--- src/hw/rtl/gdfw_pkg.sv ---
package gdfw_pkg;

  localparam int NODE_COUNT = 16;
  localparam int MAX_DEGREE = 8;

  localparam int NODE_W  = $clog2(NODE_COUNT);
  localparam int DEG_W   = $clog2(MAX_DEGREE);
  localparam int CNT_W   = $clog2(MAX_DEGREE + 1);
  localparam int DEPTH_W = $clog2(NODE_COUNT + 1);
  localparam int TBL_W   = NODE_W + DEG_W;
  localparam int TBL_DEPTH = NODE_COUNT * MAX_DEGREE;

  typedef enum logic {
    OP_ADD_EDGE = 1'b0,
    OP_WALK     = 1'b1
  } op_t;

  typedef enum logic [1:0] {
    ST_VISIT  = 2'd0,
    ST_ACCEPT = 2'd1,
    ST_REJECT = 2'd2
  } status_t;

  typedef enum logic [1:0] {
    S_IDLE,
    S_FETCH,
    S_CHECK,
    S_FINAL
  } state_t;

  typedef struct packed {
    op_t              operation;
    logic [NODE_W-1:0] from_node;
    logic [NODE_W-1:0] to_node;
  } in_item_t;

  typedef struct packed {
    logic [NODE_W-1:0] node;
    status_t           status;
    logic              last;
  } out_item_t;

  typedef struct packed {
    logic load_edge;
    logic start_walk;
    logic fetch;
    logic pop;
    logic push_emit;
    logic final_emit;
  } cmd_t;

  typedef struct packed {
    logic out_free;
    logic has_next;
    logic is_new;
    logic last_pop;
  } stat_t;

endpackage

--- src/hw/rtl/gdfw_ctrl.sv ---
module gdfw_ctrl (
  input  logic            clk,
  input  logic            rst_n,
  input  logic            in_valid,
  input  gdfw_pkg::op_t   in_op,
  input  gdfw_pkg::stat_t stat,
  output logic            in_ready,
  output gdfw_pkg::cmd_t  cmd
);

  gdfw_pkg::state_t state_r;
  gdfw_pkg::state_t state_nxt;

  always_ff @(posedge clk) begin
    if (!rst_n) begin
      state_r <= gdfw_pkg::S_IDLE;
    end else begin
      state_r <= state_nxt;
    end
  end

  always_comb begin
    state_nxt = state_r;
    cmd       = '0;
    in_ready  = 1'b0;
    unique case (state_r)
      gdfw_pkg::S_IDLE: begin
        in_ready = stat.out_free;
        if (in_valid && stat.out_free) begin
          if (in_op == gdfw_pkg::OP_WALK) begin
            cmd.start_walk = 1'b1;
            state_nxt      = gdfw_pkg::S_FETCH;
          end else begin
            cmd.load_edge = 1'b1;
          end
        end
      end
      gdfw_pkg::S_FETCH: begin
        if (stat.has_next) begin
          cmd.fetch = 1'b1;
          state_nxt = gdfw_pkg::S_CHECK;
        end else begin
          cmd.pop = 1'b1;
          if (stat.last_pop) begin
            state_nxt = gdfw_pkg::S_FINAL;
          end
        end
      end
      gdfw_pkg::S_CHECK: begin
        if (!stat.is_new) begin
          state_nxt = gdfw_pkg::S_FETCH;
        end else if (stat.out_free) begin
          cmd.push_emit = 1'b1;
          state_nxt     = gdfw_pkg::S_FETCH;
        end
      end
      gdfw_pkg::S_FINAL: begin
        if (stat.out_free) begin
          cmd.final_emit = 1'b1;
          state_nxt      = gdfw_pkg::S_IDLE;
        end
      end
      default: begin
        state_nxt = gdfw_pkg::S_IDLE;
      end
    endcase
  end

endmodule

--- src/hw/rtl/gdfw_dp.sv ---
module gdfw_dp (
  input  logic                clk,
  input  logic                rst_n,
  input  gdfw_pkg::cmd_t      cmd,
  input  gdfw_pkg::in_item_t  in_item,
  input  logic                out_stall,
  output gdfw_pkg::stat_t     stat,
  output logic                out_valid,
  output gdfw_pkg::out_item_t out_item
);

  logic [gdfw_pkg::NODE_W-1:0]  table_mem [gdfw_pkg::TBL_DEPTH];
  logic [gdfw_pkg::NODE_W-1:0]  rd_r;
  logic [gdfw_pkg::CNT_W-1:0]   count_r [gdfw_pkg::NODE_COUNT];
  logic [gdfw_pkg::NODE_COUNT-1:0] visited_r;
  logic [gdfw_pkg::NODE_COUNT-1:0] visited_nxt;
  logic [gdfw_pkg::NODE_W-1:0]  stk_node_r [gdfw_pkg::NODE_COUNT];
  logic [gdfw_pkg::CNT_W-1:0]   stk_next_r [gdfw_pkg::NODE_COUNT];
  logic [gdfw_pkg::DEPTH_W-1:0] depth_r;
  logic [gdfw_pkg::DEPTH_W-1:0] depth_nxt;
  logic [gdfw_pkg::NODE_W-1:0]  pend_r;
  logic                         out_valid_r;
  gdfw_pkg::out_item_t          out_item_r;

  logic [gdfw_pkg::NODE_W-1:0] top;
  logic [gdfw_pkg::NODE_W-1:0] cur;
  logic [gdfw_pkg::CNT_W-1:0]  idx;
  logic [gdfw_pkg::CNT_W-1:0]  src_cnt;
  logic                        edge_ok;

  assign top     = gdfw_pkg::NODE_W'(depth_r - gdfw_pkg::DEPTH_W'(1));
  assign cur     = stk_node_r[top];
  assign idx     = stk_next_r[top];
  assign src_cnt = count_r[in_item.from_node];
  assign edge_ok = src_cnt < gdfw_pkg::CNT_W'(gdfw_pkg::MAX_DEGREE);

  assign stat.out_free = !out_valid_r || !out_stall;
  assign stat.has_next = idx < count_r[cur];
  assign stat.is_new   = !visited_r[rd_r] &&
                         (depth_r < gdfw_pkg::DEPTH_W'(gdfw_pkg::NODE_COUNT));
  assign stat.last_pop = depth_r == gdfw_pkg::DEPTH_W'(1);

  assign out_valid = out_valid_r;
  assign out_item  = out_item_r;

  always_ff @(posedge clk) begin
    if (cmd.load_edge && edge_ok) begin
      table_mem[{in_item.from_node, src_cnt[gdfw_pkg::DEG_W-1:0]}] <= in_item.to_node;
    end
    if (cmd.fetch) begin
      rd_r <= table_mem[{cur, idx[gdfw_pkg::DEG_W-1:0]}];
    end
  end

  always_ff @(posedge clk) begin
    if (!rst_n) begin
      for (int i = 0; i < gdfw_pkg::NODE_COUNT; i++) begin
        count_r[i] <= '0;
      end
    end else if (cmd.load_edge && edge_ok) begin
      count_r[in_item.from_node] <= src_cnt + gdfw_pkg::CNT_W'(1);
    end
  end

  always_comb begin
    visited_nxt = visited_r;
    depth_nxt   = depth_r;
    if (cmd.start_walk) begin
      visited_nxt                    = '0;
      visited_nxt[in_item.from_node] = 1'b1;
      depth_nxt                      = gdfw_pkg::DEPTH_W'(1);
    end else if (cmd.push_emit) begin
      visited_nxt[rd_r] = 1'b1;
      depth_nxt         = depth_r + gdfw_pkg::DEPTH_W'(1);
    end else if (cmd.pop) begin
      depth_nxt = depth_r - gdfw_pkg::DEPTH_W'(1);
    end
  end

  always_ff @(posedge clk) begin
    if (!rst_n) begin
      visited_r <= '0;
      depth_r   <= '0;
    end else begin
      visited_r <= visited_nxt;
      depth_r   <= depth_nxt;
    end
  end

  always_ff @(posedge clk) begin
    if (cmd.start_walk) begin
      stk_node_r[0] <= in_item.from_node;
      stk_next_r[0] <= '0;
      pend_r        <= in_item.from_node;
    end else if (cmd.push_emit) begin
      stk_node_r[depth_r[gdfw_pkg::NODE_W-1:0]] <= rd_r;
      stk_next_r[depth_r[gdfw_pkg::NODE_W-1:0]] <= '0;
      pend_r                                    <= rd_r;
    end else if (cmd.fetch) begin
      stk_next_r[top] <= idx + gdfw_pkg::CNT_W'(1);
    end
  end

  always_ff @(posedge clk) begin
    if (!rst_n) begin
      out_valid_r <= 1'b0;
    end else if (cmd.load_edge || cmd.push_emit || cmd.final_emit) begin
      out_valid_r <= 1'b1;
    end else if (!out_stall) begin
      out_valid_r <= 1'b0;
    end
  end

  always_ff @(posedge clk) begin
    if (cmd.load_edge) begin
      out_item_r.node   <= '0;
      out_item_r.status <= edge_ok ? gdfw_pkg::ST_ACCEPT : gdfw_pkg::ST_REJECT;
      out_item_r.last   <= 1'b1;
    end else if (cmd.push_emit || cmd.final_emit) begin
      out_item_r.node   <= pend_r;
      out_item_r.status <= gdfw_pkg::ST_VISIT;
      out_item_r.last   <= cmd.final_emit;
    end
  end

  a_emit_free: assert property (@(posedge clk) disable iff (!rst_n)
    (cmd.load_edge || cmd.push_emit || cmd.final_emit) |-> (!out_valid_r || !out_stall))
    else $error("Result loaded while the output register is held.");

  a_push_room: assert property (@(posedge clk) disable iff (!rst_n)
    cmd.push_emit |-> (depth_r < gdfw_pkg::DEPTH_W'(gdfw_pkg::NODE_COUNT)))
    else $error("Push onto a full walk stack.");

  a_final_empty: assert property (@(posedge clk) disable iff (!rst_n)
    cmd.final_emit |-> (depth_r == '0))
    else $error("Walk finished with entries left on the stack.");

  a_walk_start: assert property (@(posedge clk) disable iff (!rst_n)
    cmd.start_walk |=> ($countones(visited_r) == 1 && depth_r == gdfw_pkg::DEPTH_W'(1)))
    else $error("Walk did not start from a single visited node.");

endmodule

--- src/hw/rtl/graph_depth_first_walk.sv ---
// Depth-first walk over a directed graph of 16 nodes, at most 8 targets per node.
// The input channel (in_valid, in_stall, in_item) takes one item at a time. An
// add-edge item appends to_node to the list of from_node and yields one result
// with status accepted or rejected (list full) and last set. A walk item yields
// every node reachable from from_node once, in preorder, neighbours tried in the
// order they were added; the final node of the walk carries last.
// The result channel (out_valid, out_stall, out_item) has one output register.
// An add-edge result is registered; the next item can be taken in the following
// cycle unless out_stall holds that result. During a walk, each list entry
// examined needs a table read and a check, and each node visited is popped once.
// The walk loop is bound by the single read port of the neighbour table.
// in_stall is high while a walk runs and while a finished result is held by
// out_stall; the walk pauses at each new node until the output register frees.
// Synchronous reset empties every list, the walk stack and the output register.
module graph_depth_first_walk (
  input  logic                clk,
  input  logic                rst_n,
  input  logic                in_valid,
  output logic                in_stall,
  input  gdfw_pkg::in_item_t  in_item,
  output logic                out_valid,
  input  logic                out_stall,
  output gdfw_pkg::out_item_t out_item
);

  gdfw_pkg::cmd_t  cmd;
  gdfw_pkg::stat_t stat;
  logic            in_ready;

  assign in_stall = !in_ready;

  gdfw_ctrl u_ctrl (
    .clk      (clk),
    .rst_n    (rst_n),
    .in_valid (in_valid),
    .in_op    (in_item.operation),
    .stat     (stat),
    .in_ready (in_ready),
    .cmd      (cmd)
  );

  gdfw_dp u_dp (
    .clk       (clk),
    .rst_n     (rst_n),
    .cmd       (cmd),
    .in_item   (in_item),
    .out_stall (out_stall),
    .stat      (stat),
    .out_valid (out_valid),
    .out_item  (out_item)
  );

endmodule
--- config.mk ---
export PLATFORM = sky130hd
export DESIGN_NAME = graph_depth_first_walk
export DESIGN_NICKNAME = d
export VERILOG_FILES = /design/src/hw/rtl/gdfw_pkg.sv /design/src/hw/rtl/gdfw_ctrl.sv /design/src/hw/rtl/gdfw_dp.sv /design/src/hw/rtl/graph_depth_first_walk.sv
export SDC_FILE = /design/constraint.sdc
export NUM_CORES = 1
export LEC_CHECK = 0
export BUFFER_PORTS_ARGS = -buffer_cell sky130_fd_sc_hd__clkbuf_2
export CORE_AREA = 2 2 272 247
export CTS_CLUSTER_SIZE = 24
export DETAILED_ROUTE_END_ITERATION = 16
export DIE_AREA = 0 0 274 249
export PLACE_DENSITY_LB_ADDON = 0.15
export SYNTH_ARGS = -nofsm -noshare
export SYNTH_HDL_FRONTEND = slang
export SYNTH_SLANG_ARGS = --single-unit
--- constraint.sdc ---
create_clock -name clk -period 17.49 [get_ports clk]
set_input_delay 0.8745 -clock clk [delete_from_list [all_inputs] [get_ports clk]]
set_output_delay 0.8745 -clock clk [all_outputs]
set_load 0.05 [all_outputs]
==> reports/metrics.csv <==
stage,metric,value,unit
placement,dp_hpwl,47600,um
setup_path,r2r_slack,11.18,ns
timing,period_needed,6.31,ns
power_and_ir_drop,power_frac_comb,42.4,%
worst_hold_path,hp-class,reg2reg,
setup_path,end_kind,flop,
synth,yosysSeqAreaShare,68.1,%
power_and_ir_drop,switching_share,39.5,%
timing,min_period_over_period,36.1,%
global_route,grt_pass1_vias,18400,
die,rows,89,
cts,clk_pin_slew,0.06,ns
timing,final_max_slew_viol_count,0,
routing,num_vias,18600,
timing,hold_viol,0,
global_route,gr-usage-all-layers,22.8,%
final_layout,fillCellCount,5322,
synth,ys_top_cells_by_area,"edfxtp_1 (66%), mux2i_1 (5.8%), a211oi_1 (3.7%)",
run,maxCapViolCount,0,
synth,synth-edff-count,714,
cts,cts_tree,built,
global_route,grt_max_degree,157,
placement,port_buffers,21,
cts,cts_made_buffers,76,
die,core,65300,um2
placement,place_congestion,0.828,
final_layout,drive_above_1_share,11.0,%
synth,yosysTopAreaCell,edfxtp_1,
routing,wl,77900,um
global_route,grt_overflow_total,0,
power_and_ir_drop,clkPwrFrac,24.7,%
final_layout,antenna_cells,0,
timing,max_freq,159,MHz
synth,synth_top_area_share,66.3,%
routing,first_pass_iters,5,
synth,synth_cell_types,81,
synth,ys_ff_latch,743,
timing,slew-limit-headroom,24.9,%
die,fp.dieH,249,um
timing,tns,0,ns
setup_path,worst_setup_path_start_kind,flop,
synth,synth_fp_nets,2204,
die,die_width,274,um
power_and_ir_drop,internal_power,3.86,mW
cts,ctsLongestPathBuffers,3,
synth,synth-main-ff-cell,edfxtp_1,
die,pin_count,22,
cts,clk_latency,0.62,ns
timing,grt_setup_unrepaired,no,
timing,worst_slew_pin_slew,1.12,ns
setup_path,r2r_start,u_dp.depth_r[1]$_SDFFE_PP0P_,
routing,postRouteAntennaNets,0,
power_and_ir_drop,leakage,11.5,nW
setup_path,r2r_end,u_dp.stk_next_r[8][2]$_DFFE_PP_,
setup_path,critPathArrivalTime,6.59,ns
synth,mappedNetlistArea,32400,um2
final_layout,fin_nets,2165,
routing,drc,0,
setup_path,worstSetupPathType,reg2reg,
worst_hold_path,hold_end,u_dp.out_item[0]$_SDFFE_PP1P_,
global_route,grt_antenna_before_repair,0,
placement,dp_cells,2930,
final_layout,instances_no_fill,3064,
power_and_ir_drop,power.density,181,nW/um2
synth,yosys_warnings,0,
cts,postCtsSetupRepairBufs,0,
die,floorplan.initialDensity,49.6,%
routing,avgRoutedWirePerCell,25.4,um
final_layout,syn_to_final_growth,8.75,%
worst_hold_path,hp-start,u_dp.out_item[0]$_SDFFE_PP1P_,
timing,finClkSkew,0.0237,ns
global_route,grt_pass1_wl,117000,um
power_and_ir_drop,peakVddDrop,0.214,mV
synth,syn_area_per_cell,14.8,um2
timing,setup_viol,0,
cts,cts.sinks,743,
synth,async_reset_ff_share,0,%
power_and_ir_drop,seq_power_share,32.9,%
routing,drt-initial-drc-count,1924,
run_status,status,"complete, no violations",
cts,clock-root-buffer,clkbuf_16,
setup_path,worstRegToRegCells,20,
cts,cts_hold_buf,0,
cts,h-tree-depth,3,
timing,whs,0.486,ns
die,dieArea,68200,um2
power_and_ir_drop,p_sw,2.52,mW
worst_hold_path,hold_path_depth,1,
cts,ctsResizeCount,0,
synth,synth_cells,2183,
setup_path,required,17.77,ns
routing,vias_per_cell,6.07,
setup_path,crit_fanout,42,
## layout by cell type, fill, tap and decap left out, types with 6 or more instances in the layout
master	synthesis	layout
nand3_1	14	14
mux4_1	18	17
dfxtp_1	29	28
a31oi_1	9	9
o221ai_1	10	10
o22ai_1	34	34
a22oi_1	17	17
mux2i_1	187	187
buf_4	12	27
o211ai_1	7	7
nand2_1	88	87
clkbuf_2	0	17
clkinv_2	0	10
o21ai_0	19	19
mux2_2	12	12
mux4_2	44	43
nor2_1	263	263
or3_1	6	6
edfxtp_1	714	714
ha_1	8	8
clkinv_1	0	20
clkbuf_16	0	79
clkbuf_1	72	11
inv_1	10	10
bufinv_16	0	6
nand2b_1	13	11
nor2b_1	114	114
nor3_1	16	16
a211oi_1	158	158
and2_1	14	14
a21oi_1	123	123
## cells by family (layout without fill, tap and decap cells)
family	count (synthesis)	after routing	synth area share, %
buf+inv	174	191	3.26
compound gates	428	428	9.06
xor+xnor	10	10	0.410
fa+ha+maj	8	8	0.309
flops	743	743	68.1
mux	262	262	10.8
simple gates	558	558	8.11
## final cells by class
cell class,count,area [um2],area share [%]
flip-flops and latches,743,22000,62.6
multi-input cells,1266,9290,26.4
clock buffers,91,2030,5.77
well taps,864,1080,3.07
clock inverters,43,375,1.07
repair buffers,47,348,0.989
inverters,10,37.5,0.107
## power by group through the flow
stage / combinational, mW / sequential (mW) / clock [mW]
2_1_floorplan: 2.00 / 2.13 / 0
3_3_place_gp: 2.68 / 2.13 / 0
3_5_place_dp: 2.69 / 2.14 / 0
4_1_cts: 2.70 / 2.10 / 1.60
5_1_grt: 2.88 / 2.10 / 1.67
6_report: 2.71 / 2.10 / 1.57
## critical path, cell delays in order, from the launching register on
cell and delay [ns]:
dfxtp_1 0.51, inv_1 0.16, ha_1 0.48, buf_4 0.46, mux4_1 0.25, mux2i_1 0.13
mux2i_4 0.18, buf_4 0.50, buf_4 0.57, and2_1 0.20, a211oi_1 0.05, a211oi_1 0.26
a211o_2 0.16, o31ai_1 0.07, ha_1 0.22, a21o_1 0.20, a21oi_1 0.29, o211ai_4 0.25
inv_1 0.35, a31oi_1 0.21, nor2_1 0.39
## state kept, by name, indices dropped and copies added (netlist names)
signal,cells
u_dp.rd_r,4
u_ctrl.state_r,2
u_dp.stk_node_r,64
u_dp.depth_r,5
u_dp.table_mem,512
u_dp.out_item,7
u_dp.visited_r,16
u_dp.pend_r,4
u_dp.count_r,64
u_dp.stk_next_r,64
u_dp.out_valid,1
## cells in the mapped netlist (4+ instances only)
| library cell | n |
|---|---|
| a22oi_1 | 17 |
| a21oi_1 | 123 |
| nor3_1 | 16 |
| and2_1 | 14 |
| nand2_1 | 88 |
| dfxtp_1 | 29 |
| nand3_1 | 14 |
| a211o_2 | 4 |
| or3_1 | 6 |
| buf_6 | 26 |
| nand2b_1 | 13 |
| mux2i_1 | 187 |
| mux2_2 | 12 |
| edfxtp_1 | 714 |
| xor2_1 | 5 |
| buf_1 | 8 |
| inv_1 | 10 |
| buf_2 | 35 |
| clkbuf_8 | 10 |
| mux4_1 | 18 |
| nor2b_1 | 114 |
| mux4_2 | 44 |
| buf_4 | 12 |
| nor2_1 | 263 |
| a31oi_1 | 9 |
| ha_1 | 8 |
| o211ai_1 | 7 |
| clkbuf_1 | 72 |
| o221ai_1 | 10 |
| nand3b_1 | 5 |
| a211oi_1 | 158 |
| o21ai_0 | 19 |
| or2_2 | 4 |
| o22ai_1 | 34 |
| o31ai_1 | 5 |
## worst max path at each step
stage,start,end,slack (ns),depth (start not counted)
6_report,u_dp.depth_r[1]$_SDFFE_PP0P_,u_dp.stk_next_r[8][2]$_DFFE_PP_,11.18,20
5_1_grt,u_dp.depth_r[1]$_SDFFE_PP0P_,u_dp.stk_next_r[5][3]$_DFFE_PP_,10.71,18
4_1_cts,u_dp.depth_r[1]$_SDFFE_PP0P_,u_dp.stk_next_r[5][3]$_DFFE_PP_,11.12,18
3_5_place_dp,u_dp.depth_r[1]$_SDFFE_PP0P_,u_dp.stk_next_r[10][3]$_DFFE_PP_,11.14,18
3_3_place_gp,u_dp.depth_r[1]$_SDFFE_PP0P_,u_dp.stk_next_r[10][0]$_DFFE_PP_,11.32,18
2_1_floorplan,u_dp.depth_r[0]$_SDFFE_PN0P_,u_dp.stk_next_r[10][0]$_DFFE_PP_,11.96,24
## metal layers
| metal | wire length (um) | share of wire (%) | track usage, % | vias to the layer above |
|---|---|---|---|---|
| met3 | 5280 | 6.8 | 4.14 | 118 |
| li1 | - | - | - | 8375 |
| met4 | 1690 | 2.2 | 5.92 | 0 |
| met5 | 0 | 0 | 0 | - |
| met2 | 36500 | 47 | 35.7 | 664 |
| met1 | 34400 | 44 | 33.1 | 9450 |
## per-stage QoR
step / setup WS, ns / power (mW) / area, um2 / utilization (%)
final: 11.18 / 6.38 / 35200 / 53.9
after CTS: 11.12 / 6.39 / 35200 / 53.9
after global routing: 10.71 / 6.65 / 35200 / 53.9
after floorplan: 11.96 / 4.12 / 32400 / -
after global placement: 11.32 / 4.81 / 32800 / 50.2
after detailed placement: 11.14 / 4.82 / 32800 / 50.2
(Power assumes the default switching activity.)
